`config.mk`:
```
export PLATFORM = sky130hd
export DESIGN_NAME = format_driven_byte_swapper_top_flat
export DESIGN_NICKNAME = d
export VERILOG_FILES = /design/src/fbs_pkg.sv /design/src/fbs_in_if.sv /design/src/fbs_out_if.sv /design/src/fbs_front.sv /design/src/fbs_queue.sv /design/src/fbs_back.sv /design/src/format_driven_byte_swapper_top.sv /design/src/flat_wrapper.sv
export SDC_FILE = /design/constraint.sdc
export NUM_CORES = 1
export LEC_CHECK = 0
export BUFFER_PORTS_ARGS = -buffer_cell sky130_fd_sc_hd__buf_2
export CELL_PAD_IN_SITES_DETAIL_PLACEMENT = 0
export CELL_PAD_IN_SITES_GLOBAL_PLACEMENT = 2
export CORE_MARGIN = 4
export CORE_UTILIZATION = 46
export DETAILED_ROUTE_END_ITERATION = 16
export PLACE_DENSITY_LB_ADDON = 0.2
export SLEW_MARGIN = 15
export SYNTH_ARGS = -nofsm -noshare
export SYNTH_HDL_FRONTEND = slang
export SYNTH_SLANG_ARGS = --single-unit
```
`constraint.sdc`:
```
create_clock -name clk -period 18.3 [get_ports clk]
set_clock_uncertainty 0.05 [all_clocks]
set_input_delay 0 -clock clk [delete_from_list [all_inputs] [get_ports clk]]
set_output_delay 0 -clock clk [all_outputs]
set_load 0.02 [all_outputs]
```
`src/fbs_pkg.sv`:
```
// ----------------------------------------------------------------------------
// fbs_pkg
// Shared types, codes and helpers of the format driven byte swapper.
// ----------------------------------------------------------------------------
package fbs_pkg;

	localparam int QUEUE_DEPTH = 4;
	localparam int QPTR_W      = 2;
	localparam int QCNT_W      = 3;

	localparam logic [1:0] REG_SLOTS_LOW  = 2'd0;
	localparam logic [1:0] REG_SLOTS_HIGH = 2'd1;
	localparam logic [1:0] REG_LENGTH     = 2'd2;
	localparam logic [1:0] REG_SWAP_EN    = 2'd3;

	localparam logic [3:0] CODE_PASS_MAX = 4'd9;
	localparam logic [3:0] CODE_BYTE     = 4'd10;
	localparam logic [3:0] CODE_SWAP2    = 4'd11;
	localparam logic [3:0] CODE_SWAP4    = 4'd12;

	// one accepted byte's worth of results
	typedef struct packed {
		logic [3:0][7:0] bytes;
		logic [2:0]      cnt;
		logic            eos;
	} job_t;

	typedef struct packed {
		logic full;
		logic empty;
	} q_stat_t;

	function automatic logic [3:0] code_len(input logic [3:0] code);
		logic [3:0] len;
		len = 4'd0;
		if (code <= CODE_PASS_MAX) begin
			len = code;
		end else begin
			unique case (code)
				CODE_BYTE:  len = 4'd1;
				CODE_SWAP2: len = 4'd2;
				CODE_SWAP4: len = 4'd4;
				default:    len = 4'd0;
			endcase
		end
		return len;
	endfunction

endpackage

```
`src/fbs_in_if.sv`:
```
// ----------------------------------------------------------------------------
// fbs_in_if
// Input byte channel: valid/ready with raw byte and end-of-stream mark.
// ----------------------------------------------------------------------------
interface fbs_in_if;
	logic       valid;
	logic       ready;
	logic [7:0] data_byte;
	logic       end_of_stream;

	modport source (output valid, output data_byte, output end_of_stream, input ready);
	modport sink   (input valid, input data_byte, input end_of_stream, output ready);
endinterface

```
`src/fbs_out_if.sv`:
```
// ----------------------------------------------------------------------------
// fbs_out_if
// Output byte channel: valid/ready with converted byte and last marks.
// ----------------------------------------------------------------------------
interface fbs_out_if;
	logic       valid;
	logic       ready;
	logic [7:0] out_byte;
	logic       run_last;
	logic       stream_last;

	modport source (output valid, output out_byte, output run_last, output stream_last,
		input ready);
	modport sink   (input valid, input out_byte, input run_last, input stream_last,
		output ready);
endinterface

```
`src/fbs_front.sv`:
```
// ----------------------------------------------------------------------------
// fbs_front
// Holds configuration and field state, classifies each input beat and
// builds the group of result bytes it causes.
// ----------------------------------------------------------------------------
module fbs_front #(
	parameter int FORMAT_SLOTS = 32
) (
	input  logic               clk,
	input  logic               arst_n,
	input  logic               cfg_we,
	input  logic [1:0]         cfg_index,
	input  logic [63:0]        cfg_data,
	fbs_in_if.sink             rx,
	input  fbs_pkg::q_stat_t   q_stat,
	output logic               push,
	output fbs_pkg::job_t      push_job
);

	localparam int SLOT_W = (FORMAT_SLOTS > 1) ? $clog2(FORMAT_SLOTS) : 1;
	localparam logic [5:0] LEN_MAX = 6'(FORMAT_SLOTS);

	logic [63:0]        slots_low_q;
	logic [63:0]        slots_high_q;
	logic [5:0]         length_q;
	logic               swap_en_q;

	logic [SLOT_W-1:0]  sp_q;
	logic [3:0]         fbl_q;
	logic [1:0]         hc_q;
	logic               swaps_q;
	logic [2:0][7:0]    held_q;

	logic [127:0]       slot_bits;
	logic [5:0]         len;
	logic [5:0]         start6;
	logic [FORMAT_SLOTS-1:0] nz;
	logic [FORMAT_SLOTS-1:0] hi;
	logic [SLOT_W-1:0]  hi_idx;
	logic [SLOT_W-1:0]  lo_idx;
	logic [SLOT_W-1:0]  found_idx;
	logic [3:0]         found_code;

	logic [SLOT_W-1:0]  sp_n;
	logic [3:0]         fbl_n;
	logic [1:0]         hc_n;
	logic               swaps_n;
	logic [2:0][7:0]    held_n;
	logic [3:0][7:0]    bytes;
	logic [2:0]         n;
	logic               have;
	logic [5:0]         nxt6;
	logic               accept;
	logic [7:0]         b;

	assign rx.ready  = !q_stat.full;
	assign accept    = rx.valid && rx.ready;
	assign b         = rx.data_byte;
	assign slot_bits = {slots_high_q, slots_low_q};

	always_comb begin
		if (length_q == 6'd0) begin
			len = 6'd1;
		end else if (length_q > LEN_MAX) begin
			len = LEN_MAX;
		end else begin
			len = length_q;
		end
	end

	assign start6 = (6'(sp_q) < len) ? 6'(sp_q) : 6'd0;

	// rotating priority search for the next slot with a nonzero length
	always_comb begin
		hi_idx = '0;
		lo_idx = '0;
		for (int i = 0; i < FORMAT_SLOTS; i++) begin
			nz[i] = (fbs_pkg::code_len(slot_bits[4*i +: 4]) != 4'd0) && (6'(i) < len);
			hi[i] = nz[i] && (6'(i) >= start6);
		end
		for (int i = FORMAT_SLOTS - 1; i >= 0; i--) begin
			if (hi[i]) hi_idx = SLOT_W'(i);
			if (nz[i]) lo_idx = SLOT_W'(i);
		end
	end

	assign found_idx  = (|hi) ? hi_idx : lo_idx;
	assign found_code = slot_bits[4*found_idx +: 4];

	always_comb begin
		sp_n    = sp_q;
		fbl_n   = fbl_q;
		hc_n    = hc_q;
		swaps_n = swaps_q;
		held_n  = held_q;
		bytes   = '0;
		n       = 3'd0;
		have    = 1'b1;
		nxt6    = 6'd0;

		if (!swap_en_q) begin
			for (int i = 0; i < 3; i++) begin
				if (2'(i) < hc_q && n < 3'd4) begin
					bytes[n[1:0]] = held_q[i];
					n = n + 3'd1;
				end
			end
			if (n < 3'd4) begin
				bytes[n[1:0]] = b;
				n = n + 3'd1;
			end
			hc_n  = 2'd0;
			fbl_n = 4'd0;
		end else begin
			if (fbl_q == 4'd0) begin
				have = |nz;
				if (have) begin
					sp_n    = found_idx;
					fbl_n   = fbs_pkg::code_len(found_code);
					swaps_n = (found_code == fbs_pkg::CODE_SWAP2) ||
						(found_code == fbs_pkg::CODE_SWAP4);
					hc_n    = 2'd0;
				end
			end
			if (!have || !swaps_n) begin
				bytes[0] = b;
				n = 3'd1;
				if (have) fbl_n = fbl_n - 4'd1;
			end else if (fbl_n > 4'd1) begin
				if (hc_n < 2'd3) begin
					held_n[hc_n] = b;
					hc_n = hc_n + 2'd1;
				end
				fbl_n = fbl_n - 4'd1;
			end else begin
				bytes[0] = b;
				n = 3'd1;
				for (int j = 2; j >= 0; j--) begin
					if (2'(j) < hc_n && n < 3'd4) begin
						bytes[n[1:0]] = held_q[j];
						n = n + 3'd1;
					end
				end
				hc_n  = 2'd0;
				fbl_n = 4'd0;
			end
			if (have && fbl_n == 4'd0) begin
				nxt6 = 6'(sp_n) + 6'd1;
				sp_n = (nxt6 >= len) ? '0 : nxt6[SLOT_W-1:0];
			end
		end

		if (rx.end_of_stream) begin
			for (int i = 0; i < 3; i++) begin
				if (2'(i) < hc_n && n < 3'd4) begin
					bytes[n[1:0]] = held_n[i];
					n = n + 3'd1;
				end
			end
			sp_n  = '0;
			fbl_n = 4'd0;
			hc_n  = 2'd0;
		end
	end

	assign push           = accept && (n != 3'd0);
	assign push_job.bytes = bytes;
	assign push_job.cnt   = n;
	assign push_job.eos   = rx.end_of_stream;

	always_ff @(posedge clk or negedge arst_n) begin
		if (!arst_n) begin
			slots_low_q  <= '0;
			slots_high_q <= '0;
			length_q     <= 6'd1;
			swap_en_q    <= 1'b0;
		end else if (cfg_we) begin
			unique case (cfg_index)
				fbs_pkg::REG_SLOTS_LOW:  slots_low_q  <= cfg_data;
				fbs_pkg::REG_SLOTS_HIGH: slots_high_q <= cfg_data;
				fbs_pkg::REG_LENGTH:     length_q     <= cfg_data[5:0];
				fbs_pkg::REG_SWAP_EN:    swap_en_q    <= cfg_data[0];
				default:                 ;
			endcase
		end
	end

	always_ff @(posedge clk or negedge arst_n) begin
		if (!arst_n) begin
			sp_q    <= '0;
			fbl_q   <= 4'd0;
			hc_q    <= 2'd0;
			swaps_q <= 1'b0;
		end else if (accept) begin
			sp_q    <= sp_n;
			fbl_q   <= fbl_n;
			hc_q    <= hc_n;
			swaps_q <= swaps_n;
		end
	end

	always_ff @(posedge clk) begin
		if (accept) held_q <= held_n;
	end

endmodule

```
`src/fbs_queue.sv`:
```
// ----------------------------------------------------------------------------
// fbs_queue
// Short FIFO of result groups between the front and the back.
// ----------------------------------------------------------------------------
module fbs_queue (
	input  logic               clk,
	input  logic               arst_n,
	input  logic               push,
	input  fbs_pkg::job_t      push_job,
	input  logic               pop,
	output fbs_pkg::job_t      head,
	output fbs_pkg::q_stat_t   q_stat
);

	fbs_pkg::job_t                  store_q [fbs_pkg::QUEUE_DEPTH];
	logic [fbs_pkg::QPTR_W-1:0]     wr_q;
	logic [fbs_pkg::QPTR_W-1:0]     rd_q;
	logic [fbs_pkg::QCNT_W-1:0]     cnt_q;
	logic                           do_push;
	logic                           do_pop;

	assign q_stat.full  = (cnt_q == fbs_pkg::QCNT_W'(fbs_pkg::QUEUE_DEPTH));
	assign q_stat.empty = (cnt_q == '0);
	assign do_push      = push && !q_stat.full;
	assign do_pop       = pop && !q_stat.empty;
	assign head         = store_q[rd_q];

	always_ff @(posedge clk) begin
		if (do_push) store_q[wr_q] <= push_job;
	end

	always_ff @(posedge clk or negedge arst_n) begin
		if (!arst_n) begin
			wr_q  <= '0;
			rd_q  <= '0;
			cnt_q <= '0;
		end else begin
			if (do_push) wr_q <= wr_q + 1'b1;
			if (do_pop)  rd_q <= rd_q + 1'b1;
			unique case ({do_push, do_pop})
				2'b10:   cnt_q <= cnt_q + 1'b1;
				2'b01:   cnt_q <= cnt_q - 1'b1;
				default: cnt_q <= cnt_q;
			endcase
		end
	end

endmodule

```
`src/fbs_back.sv`:
```
// ----------------------------------------------------------------------------
// fbs_back
// Walks the head result group one byte per beat into the output register.
// ----------------------------------------------------------------------------
module fbs_back (
	input  logic               clk,
	input  logic               arst_n,
	input  fbs_pkg::job_t      head,
	input  fbs_pkg::q_stat_t   q_stat,
	output logic               pop,
	fbs_out_if.source          tx
);

	logic       vld_q;
	logic [7:0] byte_q;
	logic       run_last_q;
	logic       stream_last_q;
	logic [1:0] pos_q;
	logic       load;
	logic       last;

	assign load = (!vld_q || tx.ready) && !q_stat.empty;
	assign last = (3'(pos_q) + 3'd1) >= head.cnt;
	assign pop  = load && last;

	assign tx.valid       = vld_q;
	assign tx.out_byte    = byte_q;
	assign tx.run_last    = run_last_q;
	assign tx.stream_last = stream_last_q;

	always_ff @(posedge clk or negedge arst_n) begin
		if (!arst_n) begin
			vld_q <= 1'b0;
			pos_q <= 2'd0;
		end else if (load) begin
			vld_q <= 1'b1;
			pos_q <= last ? 2'd0 : pos_q + 2'd1;
		end else if (tx.ready) begin
			vld_q <= 1'b0;
		end
	end

	always_ff @(posedge clk) begin
		if (load) begin
			byte_q        <= head.bytes[pos_q];
			run_last_q    <= last;
			stream_last_q <= last && head.eos;
		end
	end

endmodule

```
`src/format_driven_byte_swapper_top.sv`:
```
// ----------------------------------------------------------------------------
// format_driven_byte_swapper_top
// Byte stream field swapper driven by a ring of format slots.
//
//   channel  dir  beat payload
//   feed     in   data_byte, end_of_stream
//   result   out  out_byte, run_last, stream_last
//   cfg      in   cfg_we, cfg_index, cfg_data (write only)
//
// feed takes one byte per cycle while the result queue has room. result
// issues one byte per cycle while ready and a group waits; a byte's k
// results occupy the back end in turn. Results are registered in the queue,
// then at the output. The queue holds four groups, so a stalled result side
// throttles feed only once it is full. Reset is immediate, no clearing pass.
// ----------------------------------------------------------------------------
module format_driven_byte_swapper_top #(
	parameter int FORMAT_SLOTS = 32
) (
	input  logic         clk,
	input  logic         arst_n,
	fbs_in_if.sink       feed,
	fbs_out_if.source    result,
	input  logic         cfg_we,
	input  logic [1:0]   cfg_index,
	input  logic [63:0]  cfg_data
);

	fbs_pkg::job_t    push_job;
	fbs_pkg::job_t    head;
	fbs_pkg::q_stat_t q_stat;
	logic             push;
	logic             pop;

	fbs_front #(
		.FORMAT_SLOTS (FORMAT_SLOTS)
	) u_front (
		.clk       (clk),
		.arst_n    (arst_n),
		.cfg_we    (cfg_we),
		.cfg_index (cfg_index),
		.cfg_data  (cfg_data),
		.rx        (feed),
		.q_stat    (q_stat),
		.push      (push),
		.push_job  (push_job)
	);

	fbs_queue u_queue (
		.clk      (clk),
		.arst_n   (arst_n),
		.push     (push),
		.push_job (push_job),
		.pop      (pop),
		.head     (head),
		.q_stat   (q_stat)
	);

	fbs_back u_back (
		.clk    (clk),
		.arst_n (arst_n),
		.head   (head),
		.q_stat (q_stat),
		.pop    (pop),
		.tx     (result)
	);

endmodule

```
`src/flat_wrapper.sv`:
```
// flat-port wrapper written by rule: the top's interface ports become plain ports
module format_driven_byte_swapper_top_flat 
#(
	parameter int FORMAT_SLOTS = 32
)
  (clk, arst_n, cfg_we, cfg_index, cfg_data, feed_valid, feed_data_byte, feed_end_of_stream, feed_ready, result_valid, result_out_byte, result_run_last, result_stream_last, result_ready);
  fbs_in_if feed_i ();
  fbs_out_if result_i ();
  input  logic clk;
  input  logic arst_n;
  input  logic cfg_we;
  input  logic [1:0] cfg_index;
  input  logic [63:0] cfg_data;
  input wire logic [$bits(feed_i.valid)-1:0] feed_valid;
  input wire logic [$bits(feed_i.data_byte)-1:0] feed_data_byte;
  input wire logic [$bits(feed_i.end_of_stream)-1:0] feed_end_of_stream;
  output wire logic [$bits(feed_i.ready)-1:0] feed_ready;
  output wire logic [$bits(result_i.valid)-1:0] result_valid;
  output wire logic [$bits(result_i.out_byte)-1:0] result_out_byte;
  output wire logic [$bits(result_i.run_last)-1:0] result_run_last;
  output wire logic [$bits(result_i.stream_last)-1:0] result_stream_last;
  input wire logic [$bits(result_i.ready)-1:0] result_ready;
  assign feed_i.valid = feed_valid;
  assign feed_i.data_byte = feed_data_byte;
  assign feed_i.end_of_stream = feed_end_of_stream;
  assign feed_ready = feed_i.ready;
  assign result_valid = result_i.valid;
  assign result_out_byte = result_i.out_byte;
  assign result_run_last = result_i.run_last;
  assign result_stream_last = result_i.stream_last;
  assign result_i.ready = result_ready;
  format_driven_byte_swapper_top #(.FORMAT_SLOTS(FORMAT_SLOTS)) u_core (.clk(clk), .arst_n(arst_n), .feed(feed_i), .result(result_i), .cfg_we(cfg_we), .cfg_index(cfg_index), .cfg_data(cfg_data));
endmodule
```
==> flow_summary_export.csv <==
group,metric,value,unit
timing,max_freq,0.08521,GHz
finish,diodes,0,
yosys,synth_top_area_cell,"edfxtp_1",
yosys,yosys_warnings,0,
placement,post-place-ws,6.783,ns
timing,fin_crit_sh,64.13,%
setup_path,crit_top_cell,"ha_1",
placement,port_buffers,91,
clock_tree,clockBufferDepth,3,
timing,drv_slew,0,
setup_path,cp.buffers_inverters,3,
pwr,p_per_area,155.8,mW/mm^2
yosys,synthTopCellsByArea,"edfxtp_1, dfrtp_1, mux2_2",
yosys,synth_common_cells,"mux2_2, edfxtp_1, dfrtp_1",
finish,drive_above_1_share,22.77,%
timing,setup_violations,0,
setup_path,reg2reg_slack,6.56,ns
worst_hold_path,hold_class,"input port to asynchronous set/reset pin",
clock_tree,insertion_delay,0.57,ns
setup_path,reg2reg_from,"u_core.u_front.length_q[1]",
drt,wire_per_inst,26.31,um
timing,worstMarginPinSlew,1.075,ns
yosys,synth_nets,2015,
finish,area_growth,14.14,%
pwr,p_seq_share,31.9,%
flow_run,cap_violations,0,
yosys,synth_seq_cells,335,
clock_tree,cts_sinks,335,
placement,gp_congestion,0.9532,
clock_tree,tritoncts,"yes",
global_routing,grt_max_degree,87,
yosys,synth-async-reset-ratio,46.87,%
pwr,p_sw,1.592,mW
global_routing,grt_use_total,27.29,%
finish,regArea,0.009276,mm^2
yosys,netlist_area,0.02111,mm^2
global_routing,grt_pass1_vias,16360,
global_routing,grt_antenna_before_repair,1,
clock_tree,cts_inserted_buffers,39,
pwr,total_power,3.754,mW
pwr,pwr-share-comb,47.5,%
drt,drtIter0Drc,1947,
die,rows,78,
placement,dp_hpwl,50.52,mm
timing,max_slew_margin,27.57,%
die,die_h,222.2,um
yosys,synth.yosys.seq_area_share,43.94,%
die,die_w,222.2,um
pwr,clockPowerShare,20.6,%
yosys,yosysMostFrequentCell,"mux2_2",
setup_path,start_kind,"register",
drt,route.detailed.drc,0,
pwr,intPower,2.162,mW
yosys,syn_area_per_cell,11.18,um^2
setup_path,cp_slowest_cell,"dfrtp_1",
yosys,yosysUniqueCellTypes,103,
timing,fin_crit,11.74,ns
clock_tree,htreeDepth,2,
yosys,syn_inst,1888,
setup_path,critPathKind,"register to register",
setup_path,critPathMaxStageDelay,1.05,ns
timing,tns,0,ns
finish,fillers,3986,
global_routing,grt_pass1_wl,104.4,mm
setup_path,r2r_cells,37,
drt,via_per_inst,6.446,
setup_path,crit_family,"compound AO/OA/AOI/OAI gates",
outcome,status,"completed",
drt,dr.pass1.iters,6,
die,ioPinCount,92,
pwr,p_leak,9.746,nW
clock_tree,path_clk_slew,0.06,ns
placement,dpl_cell_area,0.02202,mm^2
finish,multi_input_area,0.01110,mm^2
yosys,synth_top_area_share,25.32,%
setup_path,cp_max_fo,31,
timing,final_hold_viol_count,0,
pwr,swShare,42.40,%
yosys,ys.flop_type,"edfxtp_1",
setup_path,critPathCaptureType,"register",
setup_path,cp.required,18.73,ns
clock_tree,root_buffer,"clkbuf_16",
timing,setup_ws,6.565,ns
drt,vias,17062,
die,initial_core_util,46.52,%
timing,rsz0062_at_grt,"no",
finish,utilization,53.10,%
die,die_area,0.04938,mm^2
die,coreArea,0.04538,mm^2
drt,antenna_left,0,
setup_path,r2r-end,"u_core.u_queue.cnt_q[2]",
finish,nets,2144,
finish,fin_area,0.02410,mm^2
drt,wirelength,69.64,mm
yosys,synth-edff-count,178,
setup_path,critPathArrivalTime,12.17,ns
pwr,ir_drop,0.00009905,V
global_routing,grt_overflow_total,0,
==> sequential cells by signal (all words and copies together), names as in the netlist, 3 cells and up <==
register                     flops
u_core.u_queue.store_q         144
u_core.u_front.slots_high_q     64
u_core.u_front.slots_low_q      64
u_core.u_front.held_q           24
u_core.u_back.tx.out_byte        8
u_core.u_front.length_q          6
u_core.u_front.sp_q              5
u_core.u_front.fbl_q             4
u_core.u_queue.cnt_q             3
==> layout by cell type, fill, tap and decap left out, types with 9 or more instances in the layout <==
master         synthesis  final
a21oi_1              127    127
and3_1                26     26
nand2b_1              12     12
nor2b_1               14     14
a31oi_1               12     12
o2111ai_1             13     13
inv_1                 48     48
dfrtp_1              156    155
dlygate4sd3_1          0     79
nand3_1               36     36
buf_2                 12     90
a21o_1                13     13
or3_1                 12     12
a32oi_1               13     13
mux2_2               181    181
or2_2                  9      9
nor4_1                28     28
o21a_1                17     17
clkbuf_1              70      9
nor3_1                40     40
o211ai_1              27     27
mux2i_1              101    101
nand2_1              107    107
a211o_1               23     23
o21ai_0               65     65
edfxtp_1             178    178
clkbuf_16              0     40
o31ai_1               10     10
ha_1                  46     46
a211oi_1              39     38
or4_1                 15     15
nor2_1               118    118
a221oi_1              12     12
buf_4                  9     32
o22ai_1               22     22
o211a_1               26     26
mux4_2                45     45
and2_1                15     15
==> logic make-up (layout without fill, tap and decap cells) <==
logic type / Yosys count / after routing / synth area share, %
xor gates and xnor gates: 11 / 11 / 0.4564
adders and majority gates: 47 / 47 / 2.821
AOI/OAI and AO/OA: 532 / 532 / 18.23
DFF: 335 / 335 / 43.94
and+or+nand+nor: 470 / 470 / 11.62
muxes: 328 / 328 / 19.32
buffers and inverters: 165 / 324 / 3.627
==> power by group through the flow <==
stage	sequential [mW]	combinational (mW)	clock [mW]
finish	1.20	1.78	0.773
global route	1.22	1.93	0.820
CTS	1.20	1.76	0.789
detailed placement	1.21	1.73	0
global placement	1.20	1.73	0
floorplan	1.15	1.26	0
==> cell type report <==
type,instances,area share [%]
multi-input combinational,1388,46.05
sequential,335,38.50
timing repair buffer,202,6.195
clock buffer,52,4.466
tap,600,3.116
clock inverter,19,0.8776
inverter,51,0.7945
==> through the flow <==
stage	instances	hold WS [ns]
6_report	2647	0.005889
2_1_floorplan	1888	-0.3456
4_1_cts	2647	0.04450
3_5_place_dp	2497	0.07369
5_1_grt	2647	0.08992
3_3_place_gp	2496	0.06693
==> worst max path at each step <==
stage                                from                      end  slack (ns)  depth (start not counted)
2_1_floorplan  u_core.u_front.length_q[5]  u_core.u_queue.cnt_q[2]        8.74                         43
3_3_place_gp   u_core.u_front.length_q[3]  u_core.u_queue.cnt_q[2]        6.91                         35
3_5_place_dp   u_core.u_front.length_q[3]  u_core.u_queue.cnt_q[2]        6.78                         36
4_1_cts        u_core.u_front.length_q[1]  u_core.u_queue.cnt_q[2]        6.77                         37
6_report       u_core.u_front.length_q[1]  u_core.u_queue.cnt_q[2]        6.56                         37
5_1_grt        u_core.u_front.length_q[1]  u_core.u_queue.cnt_q[2]        5.74                         37
==> what timing repair did <==
action	4_1_cts	5_1_grt
hold buffers	79	0
resized for setup	0	0
hold endpoints to repair	252	0
setup buffers	0	0
==> routing by layer <==
layer | share of wire, % | vias to the layer above | track usage [%]
li1 | - | 7676 | -
met1 | 47 | 8573 | 41.98
met2 | 41 | 703 | 38.06
met3 | 9.2 | 108 | 7.504
met4 | 2.3 | 2 | 6.643
met5 | 0.15 | - | 1.564
No activity file was read; power rests on OpenSTA's default activity.
